**src/hw/rtl/scws_pkg.sv**
```systemverilog
package scws_pkg;

    // Stream payload layout
    localparam int ROW_BITS      = 4;
    localparam int COL_BITS      = 4;
    localparam int IN_WT_BITS    = 32;
    localparam int S_TDATA_BITS  = 40;   // row, col, weight
    localparam int MASK_BITS     = 16;
    localparam int SCORE_BITS    = 36;
    localparam int M_TDATA_BITS  = 56;   // mask, score, zero pad
    localparam int M_PAD_BITS    = M_TDATA_BITS - MASK_BITS - SCORE_BITS;

    // Config port
    localparam int CFG_ADDR_BITS = 3;
    localparam int CFG_DATA_BITS = 32;
    localparam int NC_BITS       = 5;
    localparam logic [NC_BITS-1:0] NODE_COUNT_RESET = 5'd16;

    // Register index (paddr[2])
    localparam logic [0:0] REG_NODE_COUNT = 1'b0;

    // Command codes carried on s_tuser
    localparam logic CMD_WRITE = 1'b0;
    localparam logic CMD_START = 1'b1;

    // Accumulator control from the sequencer
    typedef struct packed {
        logic run_clr;    // zero the running sum
        logic run_add;    // add the weight read last cycle
        logic best_load;  // take running sum and set as best unconditionally
        logic best_cmp;   // take them only when strictly greater
    } acc_ctrl_t;

endpackage

```
**src/hw/rtl/scws_acc.sv**
```systemverilog
module scws_acc #(
    parameter int MAX_NODES   = 16,
    parameter int WEIGHT_BITS = 32,
    parameter int SUM_BITS    = 36
) (
    input  logic                               clk,
    input  logic                               rst_n,
    input  scws_pkg::acc_ctrl_t                ctrl,
    input  logic signed [WEIGHT_BITS-1:0]      add_val,
    input  logic [MAX_NODES-1:0]               cur_set,
    output logic [scws_pkg::MASK_BITS-1:0]     best_mask,
    output logic signed [scws_pkg::SCORE_BITS-1:0] best_score
);

    logic signed [SUM_BITS-1:0] run_sum_reg;
    logic signed [SUM_BITS-1:0] best_sum_reg;
    logic [MAX_NODES-1:0]       best_set_reg;
    logic                       take_best;

    // single adder and single compare, shared by every subset
    assign take_best = ctrl.best_load || (ctrl.best_cmp && (run_sum_reg > best_sum_reg));

    always_ff @(posedge clk or negedge rst_n)
    begin
        if (!rst_n)
        begin
            run_sum_reg  <= '0;
            best_sum_reg <= '0;
            best_set_reg <= '0;
        end
        else
        begin
            if (take_best)
            begin
                best_sum_reg <= run_sum_reg;
                best_set_reg <= cur_set;
            end
            if (ctrl.run_clr)
                run_sum_reg <= '0;
            else if (ctrl.run_add)
                run_sum_reg <= run_sum_reg + SUM_BITS'(add_val);
        end
    end

    assign best_mask = scws_pkg::MASK_BITS'(best_set_reg);

    generate
        if (SUM_BITS > scws_pkg::SCORE_BITS)
        begin : g_sat
            localparam logic signed [SUM_BITS-1:0] SAT_HI =
                SUM_BITS'((64'sd1 <<< (scws_pkg::SCORE_BITS - 1)) - 64'sd1);
            localparam logic signed [SUM_BITS-1:0] SAT_LO = -SAT_HI - SUM_BITS'(1);
            always_comb
            begin
                priority if (best_sum_reg > SAT_HI)
                    best_score = scws_pkg::SCORE_BITS'(SAT_HI);
                else if (best_sum_reg < SAT_LO)
                    best_score = scws_pkg::SCORE_BITS'(SAT_LO);
                else
                    best_score = scws_pkg::SCORE_BITS'(best_sum_reg);
            end
        end
        else
        begin : g_ext
            assign best_score = scws_pkg::SCORE_BITS'(best_sum_reg);
        end
    endgenerate

endmodule

```
**config.mk**
```make
export PLATFORM = sky130hd
export DESIGN_NAME = scws_acc
export DESIGN_NICKNAME = d
export VERILOG_FILES = /design/src/hw/rtl/scws_pkg.sv /design/src/hw/rtl/scws_acc.sv
export SDC_FILE = /design/constraint.sdc
export NUM_CORES = 1
export LEC_CHECK = 0
export BUFFER_PORTS_ARGS = -buffer_cell sky130_fd_sc_hd__buf_2
export CAP_MARGIN = 0
export CORE_ASPECT_RATIO = 2
export CORE_MARGIN = 3
export CORE_UTILIZATION = 58
export CTS_CLUSTER_DIAMETER = 30
export DETAILED_ROUTE_END_ITERATION = 10
export GPL_TIMING_DRIVEN = 0
export PLACE_DENSITY_LB_ADDON = 0.15
export RECOVER_POWER = 50
export SYNTH_ARGS = -nofsm -noshare
export SYNTH_HDL_FRONTEND = slang
export SYNTH_SLANG_ARGS = --single-unit
export TNS_END_PERCENT = 50
```
**constraint.sdc**
```tcl
create_clock -name clk -period 3.4 [get_ports clk]
set_clock_uncertainty 0.1 [all_clocks]
set_input_delay 0.17 -clock clk [delete_from_list [all_inputs] [get_ports clk]]
set_output_delay 0.17 -clock clk [all_outputs]
set_load 0.03 [all_outputs]
```
### After elaboration in Yosys (flattened, before gate mapping)

Cells that the tools add are included.

| word-level totals | value |
|---|---|
| register bits | 88 |
| logic and storage cells | 10 |
| input port bits | 54 |
| output and inout bits | 52 |

| cells by class | value |
|---|---|
| $lt $le $gt $ge | 1 |
| muxes and demuxes | 2 |
| add/sub/neg operators | 1 |
| reduce and logical (&&, ||, !) cells | 3 |

Operators by type and width:

| cell | count |
|---|---|
| $mux 36 | 2 |
| $add 36x32->36 | 1 |
| $gt 36x36->1 | 1 |
| $reduce_bool 2->1 | 1 |
| $logic_and 1x1->1 | 1 |
| $logic_or 1x1->1 | 1 |

### Longest topological paths before layout

Gate-level depths: netlist of run 1.

| depth | value |
|---|---|
| depth after elaboration | 3 |
| depth in mapped cells | 12 |
| mapped depth without buffers | 12 |

### Least setup slack after synthesis of run 1

No wires, ideal clock.

| timing path | value |
|---|---|
| path kind | register -> register |
| start point | reg best_sum_reg[1], in the netlist best_score[1] |
| end point | reg best_sum_reg[10], in the netlist best_score[10] |
| data arrival time | 2817 ps |
| library setup time | 125 ps |
| setup slack | 358 ps |
| cell stages (with the launch flop) | 13 |
| buffers on the path | 1 |
| period minus slack after synthesis | 3042 ps |
| required time | 3175 ps |
| cells stage by stage | dfrtp_1 -> inv_1 -> ha_1 -> nor2b_1 -> o21a_1 -> o21a_1 -> o21a_1 -> a2111oi_0 -> o21ai_1 -> xor2_1 -> o21bai_4 -> buf_6 -> mux2_2 |

| between the ends | value |
|---|---|
| word-level cells in the longest chain between the ends | 3 |

Ends and longest elaborated chain:

| item | RTL line | RTL |
|---|---|---|
| start: declaration | scws_acc.sv:16 | `logic signed [SUM_BITS-1:0] best_sum_reg;` |
| start signal: assignment | scws_acc.sv:35 | `best_sum_reg <= run_sum_reg;` |
| $gt 36x36->1 | scws_acc.sv:21 | `assign take_best = ctrl.best_load \|\| (ctrl.best_cmp && (run_sum_reg > best_sum_reg));` |
| $logic_and 1x1->1 | scws_acc.sv:21 |  |
| $logic_or 1x1->1 | scws_acc.sv:21 |  |

Every way passes these cells.
A chain may end at the register's enable or synchronous reset.

### Final worst setup path of run 1

| timing path | value |
|---|---|
| start point | reg best_sum_reg[9], in the netlist best_score[9] |
| end point | reg best_sum_reg[11], in the netlist best_score[11] |

The elaborated chain is that of the path after synthesis.

==> summary.md, run 1 <==
- complete, but fails checks — outcome
- max-capacitance violations, max-slew violations — violations in the final reports
- 7520 um2 — fin area
- reg -> reg — Worst Path Class, Setup
- 0.35 ns — latest clock arrival within the worst-skew pair
- 5.93 — DR vias/cell
- 2 — crit path buf inv count
- 74 — Slew Viols, Final
- 4 — first-pass detailed-route iteration total
- 0.597 — effective utilization at floorplan
- 153 um — Chip Height
- 0 — count of endpoints failing hold in the final timing report
- 10100 um — detailed-routed wire length on met2
- 28400 um — wire length of the first global-routing pass
- 0.292 — register share of total power
- 5830 um — Met1 Routed Length
- 10500 um2 — area of the placeable core
- 0.112 ns — Final WS setup
- 79.7 um — Die Width
- sky130_fd_sc_hd__dfrtp_1 (88), sky130_fd_sc_hd__ha_1 (71), sky130_fd_sc_hd__nor2_1 (53) — top cells by instance count after synthesis
- 17900 um — wire length reported by the detailed router
- 53 — total number of placement rows
- flop — sort of element at the start of the critical path
- sky130_fd_sc_hd__a2111oi_2 — slowest library cell on the worst path
- sky130_fd_sc_hd__dfrtp_1 — Synth Flop Type
- ctrl[3] — Hold Startpoint
- 0.422 — switching part of the total
- 0 — number of flops mapped to enable cells by yosys
- 0.967 — final period utilization
- 0.0348 — xor/xnor share of the synthesized area
- 0.123 — multiplexer share of the synthesized area
- 9 — number of buffers created by CTS
- best_score[11] — reg-to-reg endpoint
- 0.000578 V — VDD IR max
- 74 — maximum number of pins on one net before global-route repair
- 0 — Antenna Cells
- 0.114 — basic-gate share of the synthesized area counting and, or, nand and nor cells
- 551 um — detailed route wirelength on metal3
- run_sum_reg[22] — Endpoint, Worst Hold
- sky130_fd_sc_hd__dfrtp_1 — dominant cell type by area after synthesis
- compound AO/OA/AOI/OAI gates — Top delay family on crit path
- 0.495 — combinational power share
- 6290 um2 — Post-Syn Area
- 761 — number of nets in the synthesized netlist
- 3 — number of H-tree levels
- in -> reg — classification of the worst-slack hold path
- -0.224 ns — worst slack after detailed placement
- 3 — count of cells along the worst hold path
- 0 — DRC violation count after routing
- 5393 — number of vias in the routed layout
- true — RSZ-0062 raised after global routing
- 7010 um2 — total cell area at the placement stage
- 304 MHz — Highest Clock Rate
- 2.30 mW — switching power total
- 3.29 ns — shortest period the worst path allows
- best_score[9] — startpoint of the lowest-slack register-to-register path
- 0.06 ns — CTS clk-pin slew, worst paths
- 13900 um — half-perimeter wire length of the detailed placement result
- inv_1 -> ha_1 -> a21o_1 -> a21o_1 -> a21oi_2 -> o21ai_1 -> a2111oi_2 -> o21ai_1 -> xor2_1 -> o21bai_4 -> buf_6 -> mux2_2 — CP cell instances
- flop — Critical Path End Type
- 895 — Final #Nets
- 0.176 — fraction of the mapped netlist area in compound gates
- 1 — total of max-cap violations
- -0.213 — normalized max-slew margin
- 88 — clock sinks
- 0 — antenna violations before repair
- 0.350 — portion of synthesized cell area occupied by the leading cell type
- 103 — Port Buffers
- compound AO/OA/AOI/OAI gates — main combinational cell family by area after synthesis
- 0.251 — fraction of final layout cells sized beyond drive strength 1
- 65 — number of different library cells in the post-synthesis netlist
- 0.213 — part of the power in the clock network
- 0.304 — Tot GR Track Use
- 0.48 ns — CP peak stage delay
- sky130_fd_sc_hd__clkbuf_16 — CTS root buffer
- 19.7 um — per-cell routed wire length
- 10 — largest fanout on the critical path
- 19.5% — synthesis-to-layout area growth
- 3.53 ns — endpoint required time on the critical path
- 1.82 ns — Worst Max-Slew Pin Slew
- 0 — leftover overflow at the end of global routing
- 0.144 — area share of fa/ha/maj cells after synthesis
- 12 — length in cells of the worst reg-to-reg path
- 106 — Top Ports
- 3.42 ns — critical path arrival
- 88 — flops & latches, synth
- 0.942 — weighted congestion reported at the end of routability-driven placement
- 3.15 mW — internal power summed over all cells
- 217 — Initial DRC Count
- built — TritonCTS clock tree
- sky130_fd_sc_hd__dfrtp_1 — cell with the most instances after synthesis
- 5804 — via count of the first global-routing pass
- 1.00 — post-synthesis async set-or-reset flop share
- 3.90 nW — Lkg Pwr
- met4 — uppermost routed layer
- sky130_fd_sc_hd__dfrtp_1 (35%), sky130_fd_sc_hd__ha_1 (14%), sky130_fd_sc_hd__mux2_2 (8.9%), sky130_fd_sc_hd__a21o_1 (4.3%), sky130_fd_sc_hd__a21oi_1 (3.3%) — top post-synthesis cells by area
- 0 — antenna viol nets, final
- 0.350 — sequential share of the synthesized area
- 0 — Synth warnings
- 635 — Synth Instances
- 9.91 um2 — average instance area after synthesis
- 725 nW/um2 — Power per Cell Area
- 12200 um2 — area enclosed by the die boundary
- 0.11 ns — reg2reg setup slack
- 0 — number of setup violations in the final report
- 2 — maximum number of buffers from clock root to sink
[how the worst max path moves through the flow]
stage                         from              to  slack [ns]  cells past startpoint
finish               best_score[9]  best_score[11]        0.11                     12
global route         best_score[9]  best_score[10]       -0.02                     12
CTS                  best_score[9]  best_score[12]        0.04                     12
detailed placement   best_score[9]  best_score[12]       -0.22                     12
global placement    run_sum_reg[9]  best_score[11]       -0.14                     11
floorplan            best_score[1]  best_score[10]        0.36                     12
[final cells by class]
cell class | count | area, um2
well taps | 137 | 171
plain buffers | 22 | 190
multi-input cells | 479 | 3750
clock inverters | 6 | 115
inverters | 46 | 173
repair buffers | 123 | 696
clock buffers | 9 | 225
fillers | 805 | 3030
flip-flops and latches | 88 | 2200
[stage by stage]
stage | hold WS [ns] | total power [mW] | utilization | std cells | setup TNS, ns
after floorplan | -0.226 | 3.48 | - | 635 | 0
after global placement | 0.302 | 4.15 | 0.662 | 875 | -5.88
after global routing | 0.143 | 5.78 | 0.713 | 910 | -0.174
final | 0.0992 | 5.45 | 0.713 | 910 | 0
after detailed placement | -0.0294 | 4.24 | 0.665 | 876 | -9.73
after CTS | 0.0941 | 5.44 | 0.714 | 908 | 0
[power by group through the flow]
stage	Clock (mW)	Sequential (mW)	Combinational (mW)
final	1.16	1.59	2.70
after global routing	1.21	1.62	2.94
after CTS	1.18	1.58	2.68
after detailed placement	0	1.60	2.64
after global placement	0	1.58	2.56
after floorplan	0	1.97	1.51
[what timing repair did]
item	4_1_cts	5_1_grt
setup endpoints to repair	53	50
gates cloned	0	0
endpoints found under the hold margin	104	0
pin swaps	1	4
hold buffers	17	0
setup buffers	0	2
resized for setup	3	3
[cells in the final DEF, fill, tap and decap left out, types with 4 or more instances in the layout]
cell type,count
sky130_fd_sc_hd__nor2_1,53
sky130_fd_sc_hd__clkbuf_1,12
sky130_fd_sc_hd__a21o_1,36
sky130_fd_sc_hd__inv_1,46
sky130_fd_sc_hd__nand3_1,5
sky130_fd_sc_hd__a21oi_1,40
sky130_fd_sc_hd__xor2_1,10
sky130_fd_sc_hd__a22o_1,4
sky130_fd_sc_hd__o21bai_1,7
sky130_fd_sc_hd__o21a_1,9
sky130_fd_sc_hd__mux2i_1,20
sky130_fd_sc_hd__dfrtp_1,88
sky130_fd_sc_hd__clkbuf_8,4
sky130_fd_sc_hd__nand4_1,17
sky130_fd_sc_hd__mux2_2,50
sky130_fd_sc_hd__nand2_1,29
sky130_fd_sc_hd__a31oi_1,5
sky130_fd_sc_hd__xnor2_1,15
sky130_fd_sc_hd__o21ai_0,26
sky130_fd_sc_hd__buf_2,96
sky130_fd_sc_hd__a211oi_1,5
sky130_fd_sc_hd__buf_4,4
sky130_fd_sc_hd__nor3_1,6
sky130_fd_sc_hd__ha_1,71
sky130_fd_sc_hd__nor2b_1,6
sky130_fd_sc_hd__dlygate4sd3_1,17
sky130_fd_sc_hd__and3_1,5
sky130_fd_sc_hd__buf_6,7
sky130_fd_sc_hd__clkbuf_16,9
sky130_fd_sc_hd__or3_1,7
[worst min-delay path, stage by stage]
cell and delay, ns:
sky130_fd_sc_hd__clkbuf_8 0.14, sky130_fd_sc_hd__nand3b_1 0.11, sky130_fd_sc_hd__o211ai_1 0.08
[metal layers]
layer	global-route usage	vias up
met2	0.585	146
met4	0.211	0
li1	-	2569
met1	0.271	2616
met5	0	-
met3	0.0483	62
[cells by family after synthesis]
family / after synthesis
compound gates: 164
xor+xnor: 25
fa+ha+maj: 72
buf+inv: 68
flops: 88
mux: 71
simple gates: 147
No activity file was read; power rests on OpenSTA's default activity.
==> run 2: changes to the inputs <==
--- a/config.mk
+++ b/config.mk
@@ -15,6 +15,7 @@
 export GPL_TIMING_DRIVEN = 0
 export PLACE_DENSITY_LB_ADDON = 0.15
 export RECOVER_POWER = 50
+export SETUP_SLACK_MARGIN = 0.4
 export SYNTH_ARGS = -nofsm -noshare
 export SYNTH_HDL_FRONTEND = slang
 export SYNTH_SLANG_ARGS = --single-unit
==> run 2 against run 1 <==
The run still ends with max-capacitance violations, max-slew violations left. Clock power is essentially flat. Design area grew 3.2%. Worst hold slack gained 0.0056 ns. Core utilization grew 2.3 points. Flip-flop and latch count is the same. Register-to-register slack gained 0.095 ns.
==> summary.md, run 2 (synthesis gave the netlist of run 1 again) <==
- 0.939 — final period utilization
- 1 — total of max-cap violations
- 19500 um — wire length reported by the detailed router
- 3.19 ns — shortest period the worst path allows
- 3.33 ns — critical path arrival
- 3.95 nW — Lkg Pwr
- 0.07 ns — CTS clk-pin slew, worst paths
- 771 — number of filler cells placed in the layout
- 0 ns — setup total negative slack
- 1.55 ns — Worst Max-Slew Pin Slew
- flop — Critical Path End Type
- 7 — largest fanout on the critical path
- 79.7 um — Die Width
- 4 — first-pass detailed-route iteration total
- flop — sort of element at the start of the critical path
- max-capacitance violations, max-slew violations — violations in the final reports
- 12200 um2 — area enclosed by the die boundary
- 9 — number of buffers created by CTS
- 153 um — Chip Height
- 14300 um — half-perimeter wire length of the detailed placement result
- ctrl[3] — Hold Startpoint
- 0.997 — weighted congestion reported at the end of routability-driven placement
- compound AO/OA/AOI/OAI gates — Top delay family on crit path
- 6.04 — DR vias/cell
- 0.000564 V — VDD IR max
- 0.597 — effective utilization at floorplan
- 313 MHz — Highest Clock Rate
- 0 — DRC violation count after routing
- sky130_fd_sc_hd__dfrtp_1 (84), sky130_fd_sc_hd__buf_2 (78), sky130_fd_sc_hd__ha_1 (70) — most frequent cells in the layout
- inv_1 -> ha_1 -> a21o_1 -> a21o_1 -> a21oi_2 -> o21ai_4 -> a2111oi_4 -> o21ai_2 -> xor2_1 -> o21bai_4 -> buf_12 -> clkbuf_16 -> mux2_2 — CP cell instances
- 0 — Antenna Cells
- 103 — Port Buffers
- 3 — number of H-tree levels
- 2 — maximum number of buffers from clock root to sink
- 0.257 — fraction of final layout cells sized beyond drive strength 1
- best_score[5] — startpoint of the lowest-slack register-to-register path
- 4 — count of cells along the worst hold path
- 88 — clock sinks
- 13 — length in cells of the worst reg-to-reg path
- sky130_fd_sc_hd__a21o_1 — Top cell by count, worst path
- 0 — number of setup violations in the final report
- 0 — antenna viol nets, final
- -0.0362 — normalized max-slew margin
- 10500 um2 — area of the placeable core
- 66 — maximum number of pins on one net before global-route repair
- complete, but fails checks — outcome
- in -> reg — classification of the worst-slack hold path
- 0.323 — Tot GR Track Use
- 24 — Slew Viols, Final
- 5567 — number of vias in the routed layout
- 3.54 ns — endpoint required time on the critical path
- true — RSZ-0062 raised after global routing
- sky130_fd_sc_hd__dfrtp_1 — most common library cell in the layout ignoring fill and taps
- 0.45 ns — CP peak stage delay
- 745 nW/um2 — Power per Cell Area
- sky130_fd_sc_hd__a2111oi_4 — slowest library cell on the worst path
- sky130_fd_sc_hd__clkbuf_16 — CTS root buffer
- 23.3% — synthesis-to-layout area growth
- 0 — leftover overflow at the end of global routing
- 0.35 ns — latest clock arrival within the worst-skew pair
- 29900 um — wire length of the first global-routing pass
- 249 — Initial DRC Count
- 106 — Top Ports
- run_sum_reg[22] — Endpoint, Worst Hold
- 0.736 — Util after Layout
- 0 — antenna violations before repair
- 0.208 ns — Final WS setup
- 21.2 um — per-cell routed wire length
- 3 — crit path buf inv count
- 906 — Final #Nets
- 53 — total number of placement rows
- best_score[18] — reg-to-reg endpoint
- built — TritonCTS clock tree
- 6013 — via count of the first global-routing pass
- 0 — count of endpoints failing hold in the final timing report
- 0.21 ns — reg2reg setup slack
- reg -> reg — Worst Path Class, Setup
- -0.286 ns — worst slack after detailed placement
[run 2: layout make-up]
cell class                      count  area, um2  share of cell area
Multi-Input combinational cell    479       3810               0.492
Timing Repair Buffer              134        826               0.106
Sequential cell                    88       2210               0.285
Clock inverter                      6       97.6              0.0126
Clock buffer                       10        239              0.0308
Tap cell                          137        171              0.0221
Buffer                             22        229              0.0295
Inverter                           46        173              0.0223
[run 2: worst max path at each step]
stage,start,end,slack [ns],cells after the start
floorplan,best_score[1],best_score[5],0.44,12
global placement,run_sum_reg[9],best_score[30],-0.16,11
detailed placement,run_sum_reg[9],best_score[6],-0.29,11
CTS,best_score[9],best_score[30],0.30,13
global route,run_sum_reg[19],best_score[21],0.1,11
finish,best_score[5],best_score[18],0.21,13
[run 2: what timing repair did]
| action | 4_1_cts | 5_1_grt |
|---|---|---|
| gates resized for setup | 25 | 3 |
| gates cloned | 0 | 2 |
| pin swaps | 10 | 7 |
| endpoints found under the setup margin | 60 | 64 |
| endpoints found under the hold margin | 39 | 0 |
| buffers inserted | 10 | 1 |
| hold buffers | 17 | 0 |
[run 2: power breakdown]
group          switching (mW)  internal (mW)
Combinational            1.78           1.26
Clock                   0.463          0.677
Sequential              0.260           1.33
Total                    2.51           3.27
[run 2: worst register-to-register path: cells and delay by family (launching register included)]
kind	cells	cell delay [ns]
flip-flops	1	0.37
AO/OA/AOI/OAI	7	1.42
buffers and inverters	3	0.39
XOR/XNOR	1	0.17
adder cells (fa/ha/maj)	1	0.31
multiplexers	1	0.34
[run 2: metrics by stage]
stage / cells / hold WS [ns] / cell area [um2] / total power [mW]
after floorplan: 635 / -0.226 / 6300 / 3.49
after global placement: 875 / 0.302 / 6980 / 4.17
after detailed placement: 876 / 0.00453 / 7010 / 4.29
after CTS: 919 / 0.0964 / 7720 / 5.66
after global routing: 922 / 0.136 / 7760 / 6.07
final: 922 / 0.105 / 7760 / 5.78
[run 2: layer usage]
| layer | part of all wire | global-route usage |
|---|---|---|
| met5 | 0 | 0 |
| met4 | 0.075 | 0.225 |
| met3 | 0.035 | 0.0419 |
| met2 | 0.57 | 0.625 |
| met1 | 0.32 | 0.290 |
==> run 3: changes to the inputs <==
--- a/config.mk
+++ b/config.mk
@@ -7,9 +7,11 @@
 export LEC_CHECK = 0
 export BUFFER_PORTS_ARGS = -buffer_cell sky130_fd_sc_hd__buf_2
 export CAP_MARGIN = 0
+export CELL_PAD_IN_SITES_DETAIL_PLACEMENT = 1
+export CELL_PAD_IN_SITES_GLOBAL_PLACEMENT = 1
 export CORE_ASPECT_RATIO = 2
 export CORE_MARGIN = 3
-export CORE_UTILIZATION = 58
+export CORE_UTILIZATION = 44
 export CTS_CLUSTER_DIAMETER = 30
 export DETAILED_ROUTE_END_ITERATION = 10
 export GPL_TIMING_DRIVEN = 0
==> run 3 against run 2 <==
Total power rose by 0.88%. Critical path depth shrank 1. Highest routed layer unchanged. Global-route usage down 5.7 points. Largest power group unchanged. Core utilization fell by 16 points. Non-clock buffer count up 1. Setup slack gained 0.16 ns. Clock power about the same. Via count up 0.70%. Critical endpoint is now best_mask[14]. Design area rose by 3.0%. The run now ends clean. Worst hold slack got worse by 0.012 ns.
==> summary.md, run 3 (synthesis gave the netlist of run 1 again) <==
- 2 — maximum number of buffers from clock root to sink
- 907 — Final #Nets
- reg -> reg — Worst Path Class, Setup
- 154 — Initial DRC Count
- 6332 — via count of the first global-routing pass
- 3.53 ns — endpoint required time on the critical path
- 0.905 — weighted congestion reported at the end of routability-driven placement
- 0.276 — register share of total power
- 0 — antenna viol nets, final
- 928 — post-placement cell count
- 14000 um2 — area of the placeable core
- 0.36 ns — latest clock arrival within the worst-skew pair
- 9 — number of buffers created by CTS
- 10 — largest fanout on the critical path
- in -> reg — classification of the worst-slack hold path
- 0 ns — setup total negative slack
- 3.03 ns — shortest period the worst path allows
- 0 — total of max-cap violations
- flop — Critical Path End Type
- complete, no violations — outcome
- 3.17 ns — critical path arrival
- 0.892 — final period utilization
- 61 — total number of placement rows
- built — TritonCTS clock tree
- 15900 um2 — area enclosed by the die boundary
- 0.000418 V — VDD IR max
- 90.6 um — Die Width
- 21100 um — wire length reported by the detailed router
- 0.266 — Tot GR Track Use
- 103 — Port Buffers
- 0 — Slew Viols, Final
- 3 — number of H-tree levels
- sky130_fd_sc_hd__clkbuf_16 — CTS root buffer
- 3.96 nW — Lkg Pwr
- 0 — DRC violation count after routing
- sky130_fd_sc_hd__dfrtp_1 (82), sky130_fd_sc_hd__buf_2 (79), sky130_fd_sc_hd__ha_1 (65) — most frequent cells in the layout
- 0.532 — combinational power share
- 21.6 um — per-cell routed wire length
- 2.55 mW — switching power total
- true — RSZ-0062 raised after global routing
- 15700 um — half-perimeter wire length of the detailed placement result
- 0.572 — Util after Layout
- 70 — maximum number of pins on one net before global-route repair
- 0.451 — effective utilization at floorplan
- 26.9% — synthesis-to-layout area growth
- 5606 — number of vias in the routed layout
- 175 um — Chip Height
- 730 nW/um2 — Power per Cell Area
- 976 — number of standard cells in the final layout excluding fillers
- 0.289 — fraction of final layout cells sized beyond drive strength 1
- 0 — leftover overflow at the end of global routing
- 32700 um — wire length of the first global-routing pass
- 5.74 — DR vias/cell
- 0.168 — normalized max-slew margin
- 330 MHz — Highest Clock Rate
- 0 — count of endpoints failing hold in the final timing report
- 0.07 ns — CTS clk-pin slew, worst paths
- 0 — antenna violations before repair
- 5 — first-pass detailed-route iteration total
- 106 — Top Ports
- 0 — number of setup violations in the final report
- 1610 — number of filler cells placed in the layout
- sky130_fd_sc_hd__dfrtp_1 — most common library cell in the layout ignoring fill and taps
- 0.192 — part of the power in the clock network
- 3.28 mW — internal power summed over all cells
- 88 — clock sinks
- flop — sort of element at the start of the critical path
- 0.437 — switching part of the total
- 1.25 ns — Worst Max-Slew Pin Slew
run 3: changes by cell type in the layout (fill, tap and decap cells not counted), moves of 3 or more:
| cell | delta |
|---|---|
| sky130_fd_sc_hd__a21oi_2 | +6 |
| sky130_fd_sc_hd__o21ai_1 | +5 |
| sky130_fd_sc_hd__o21ai_0 | -5 |
| sky130_fd_sc_hd__mux2_4 | +12 |
| sky130_fd_sc_hd__ha_4 | +3 |
| sky130_fd_sc_hd__mux2_2 | -12 |
| sky130_fd_sc_hd__a21oi_1 | -6 |
| sky130_fd_sc_hd__ha_1 | -5 |
run 3: timing repair:
| action | 4_1_cts | 5_1_grt |
|---|---|---|
| pin swaps | 7 | 10 |
| buffers inserted | 7 | 5 |
| endpoints found under the setup margin | 67 | 66 |
| gates cloned | 0 | 2 |
| hold buffers | 17 | 0 |
| hold endpoints to repair | 35 | 0 |
| resized for setup | 25 | 52 |
run 3: power by group through the flow:
stage               registers, mW  logic, mW  clock network, mW
finish                       1.61       3.10               1.12
global route                 1.65       3.36               1.17
CTS                          1.59       2.90               1.13
detailed placement           1.61       2.72                  0
global placement             1.58       2.61                  0
floorplan                    1.98       1.51                  0
run 3: metal layers:
| layer | GRT usage | share of wire |
|---|---|---|
| met1 | 0.245 | 0.33 |
| met2 | 0.525 | 0.57 |
| met3 | 0.0250 | 0.023 |
| met4 | 0.190 | 0.069 |
| met5 | 0 | 0 |
run 3: area by class of cell:
type                            count  area [um2]  area share
Antenna cell                        1        2.50    0.000313
Sequential cell                    88        2210       0.277
Tap cell                          189         236      0.0296
Buffer                             22         224      0.0280
Multi-Input combinational cell    479        3990       0.499
Clock buffer                       10         229      0.0287
Inverter                           46         173      0.0216
Clock inverter                      6        92.6      0.0116
Timing Repair Buffer              135         832       0.104
run 3: path summary, 6_finish.rpt:
check                                startpoint               to  slack [ns]  depth (start not counted)
max in group asynchronous                 rst_n     best_mask[6]        1.74                          3
min in group asynchronous                 rst_n   run_sum_reg[9]        0.51                          2
worst max register to register  run_sum_reg[25]    best_mask[14]        0.37                         12
worst min register to register    best_mask[11]    best_mask[11]        0.41                          1
worst min-delay path                    ctrl[3]  run_sum_reg[22]        0.09                          3
worst max-delay path            run_sum_reg[25]    best_mask[14]        0.37                         12
run 3: metrics by stage:
step	worst slack (ns)	total power, mW	hold slack, ns	cell area [um2]
2_1_floorplan	0.440	3.49	-0.226	6300
3_3_place_gp	-0.257	4.19	0.304	7050
3_5_place_dp	-0.249	4.32	-0.0145	7080
4_1_cts	0.310	5.61	0.0969	7730
5_1_grt	0.258	6.19	0.118	7980
6_report	0.367	5.83	0.0933	7990
run 3: worst max-delay path, stage by stage, from the launching register on:
cell	delay, ns
sky130_fd_sc_hd__dfrtp_1	0.45
sky130_fd_sc_hd__ha_1	0.32
sky130_fd_sc_hd__a21o_1	0.18
sky130_fd_sc_hd__a21o_1	0.18
sky130_fd_sc_hd__a21oi_2	0.26
sky130_fd_sc_hd__o21ai_0	0.13
sky130_fd_sc_hd__a21oi_1	0.20
sky130_fd_sc_hd__o21ai_2	0.10
sky130_fd_sc_hd__xor2_2	0.17
sky130_fd_sc_hd__o21bai_4	0.16
sky130_fd_sc_hd__buf_8	0.17
sky130_fd_sc_hd__buf_12	0.14
sky130_fd_sc_hd__mux2_2	0.35
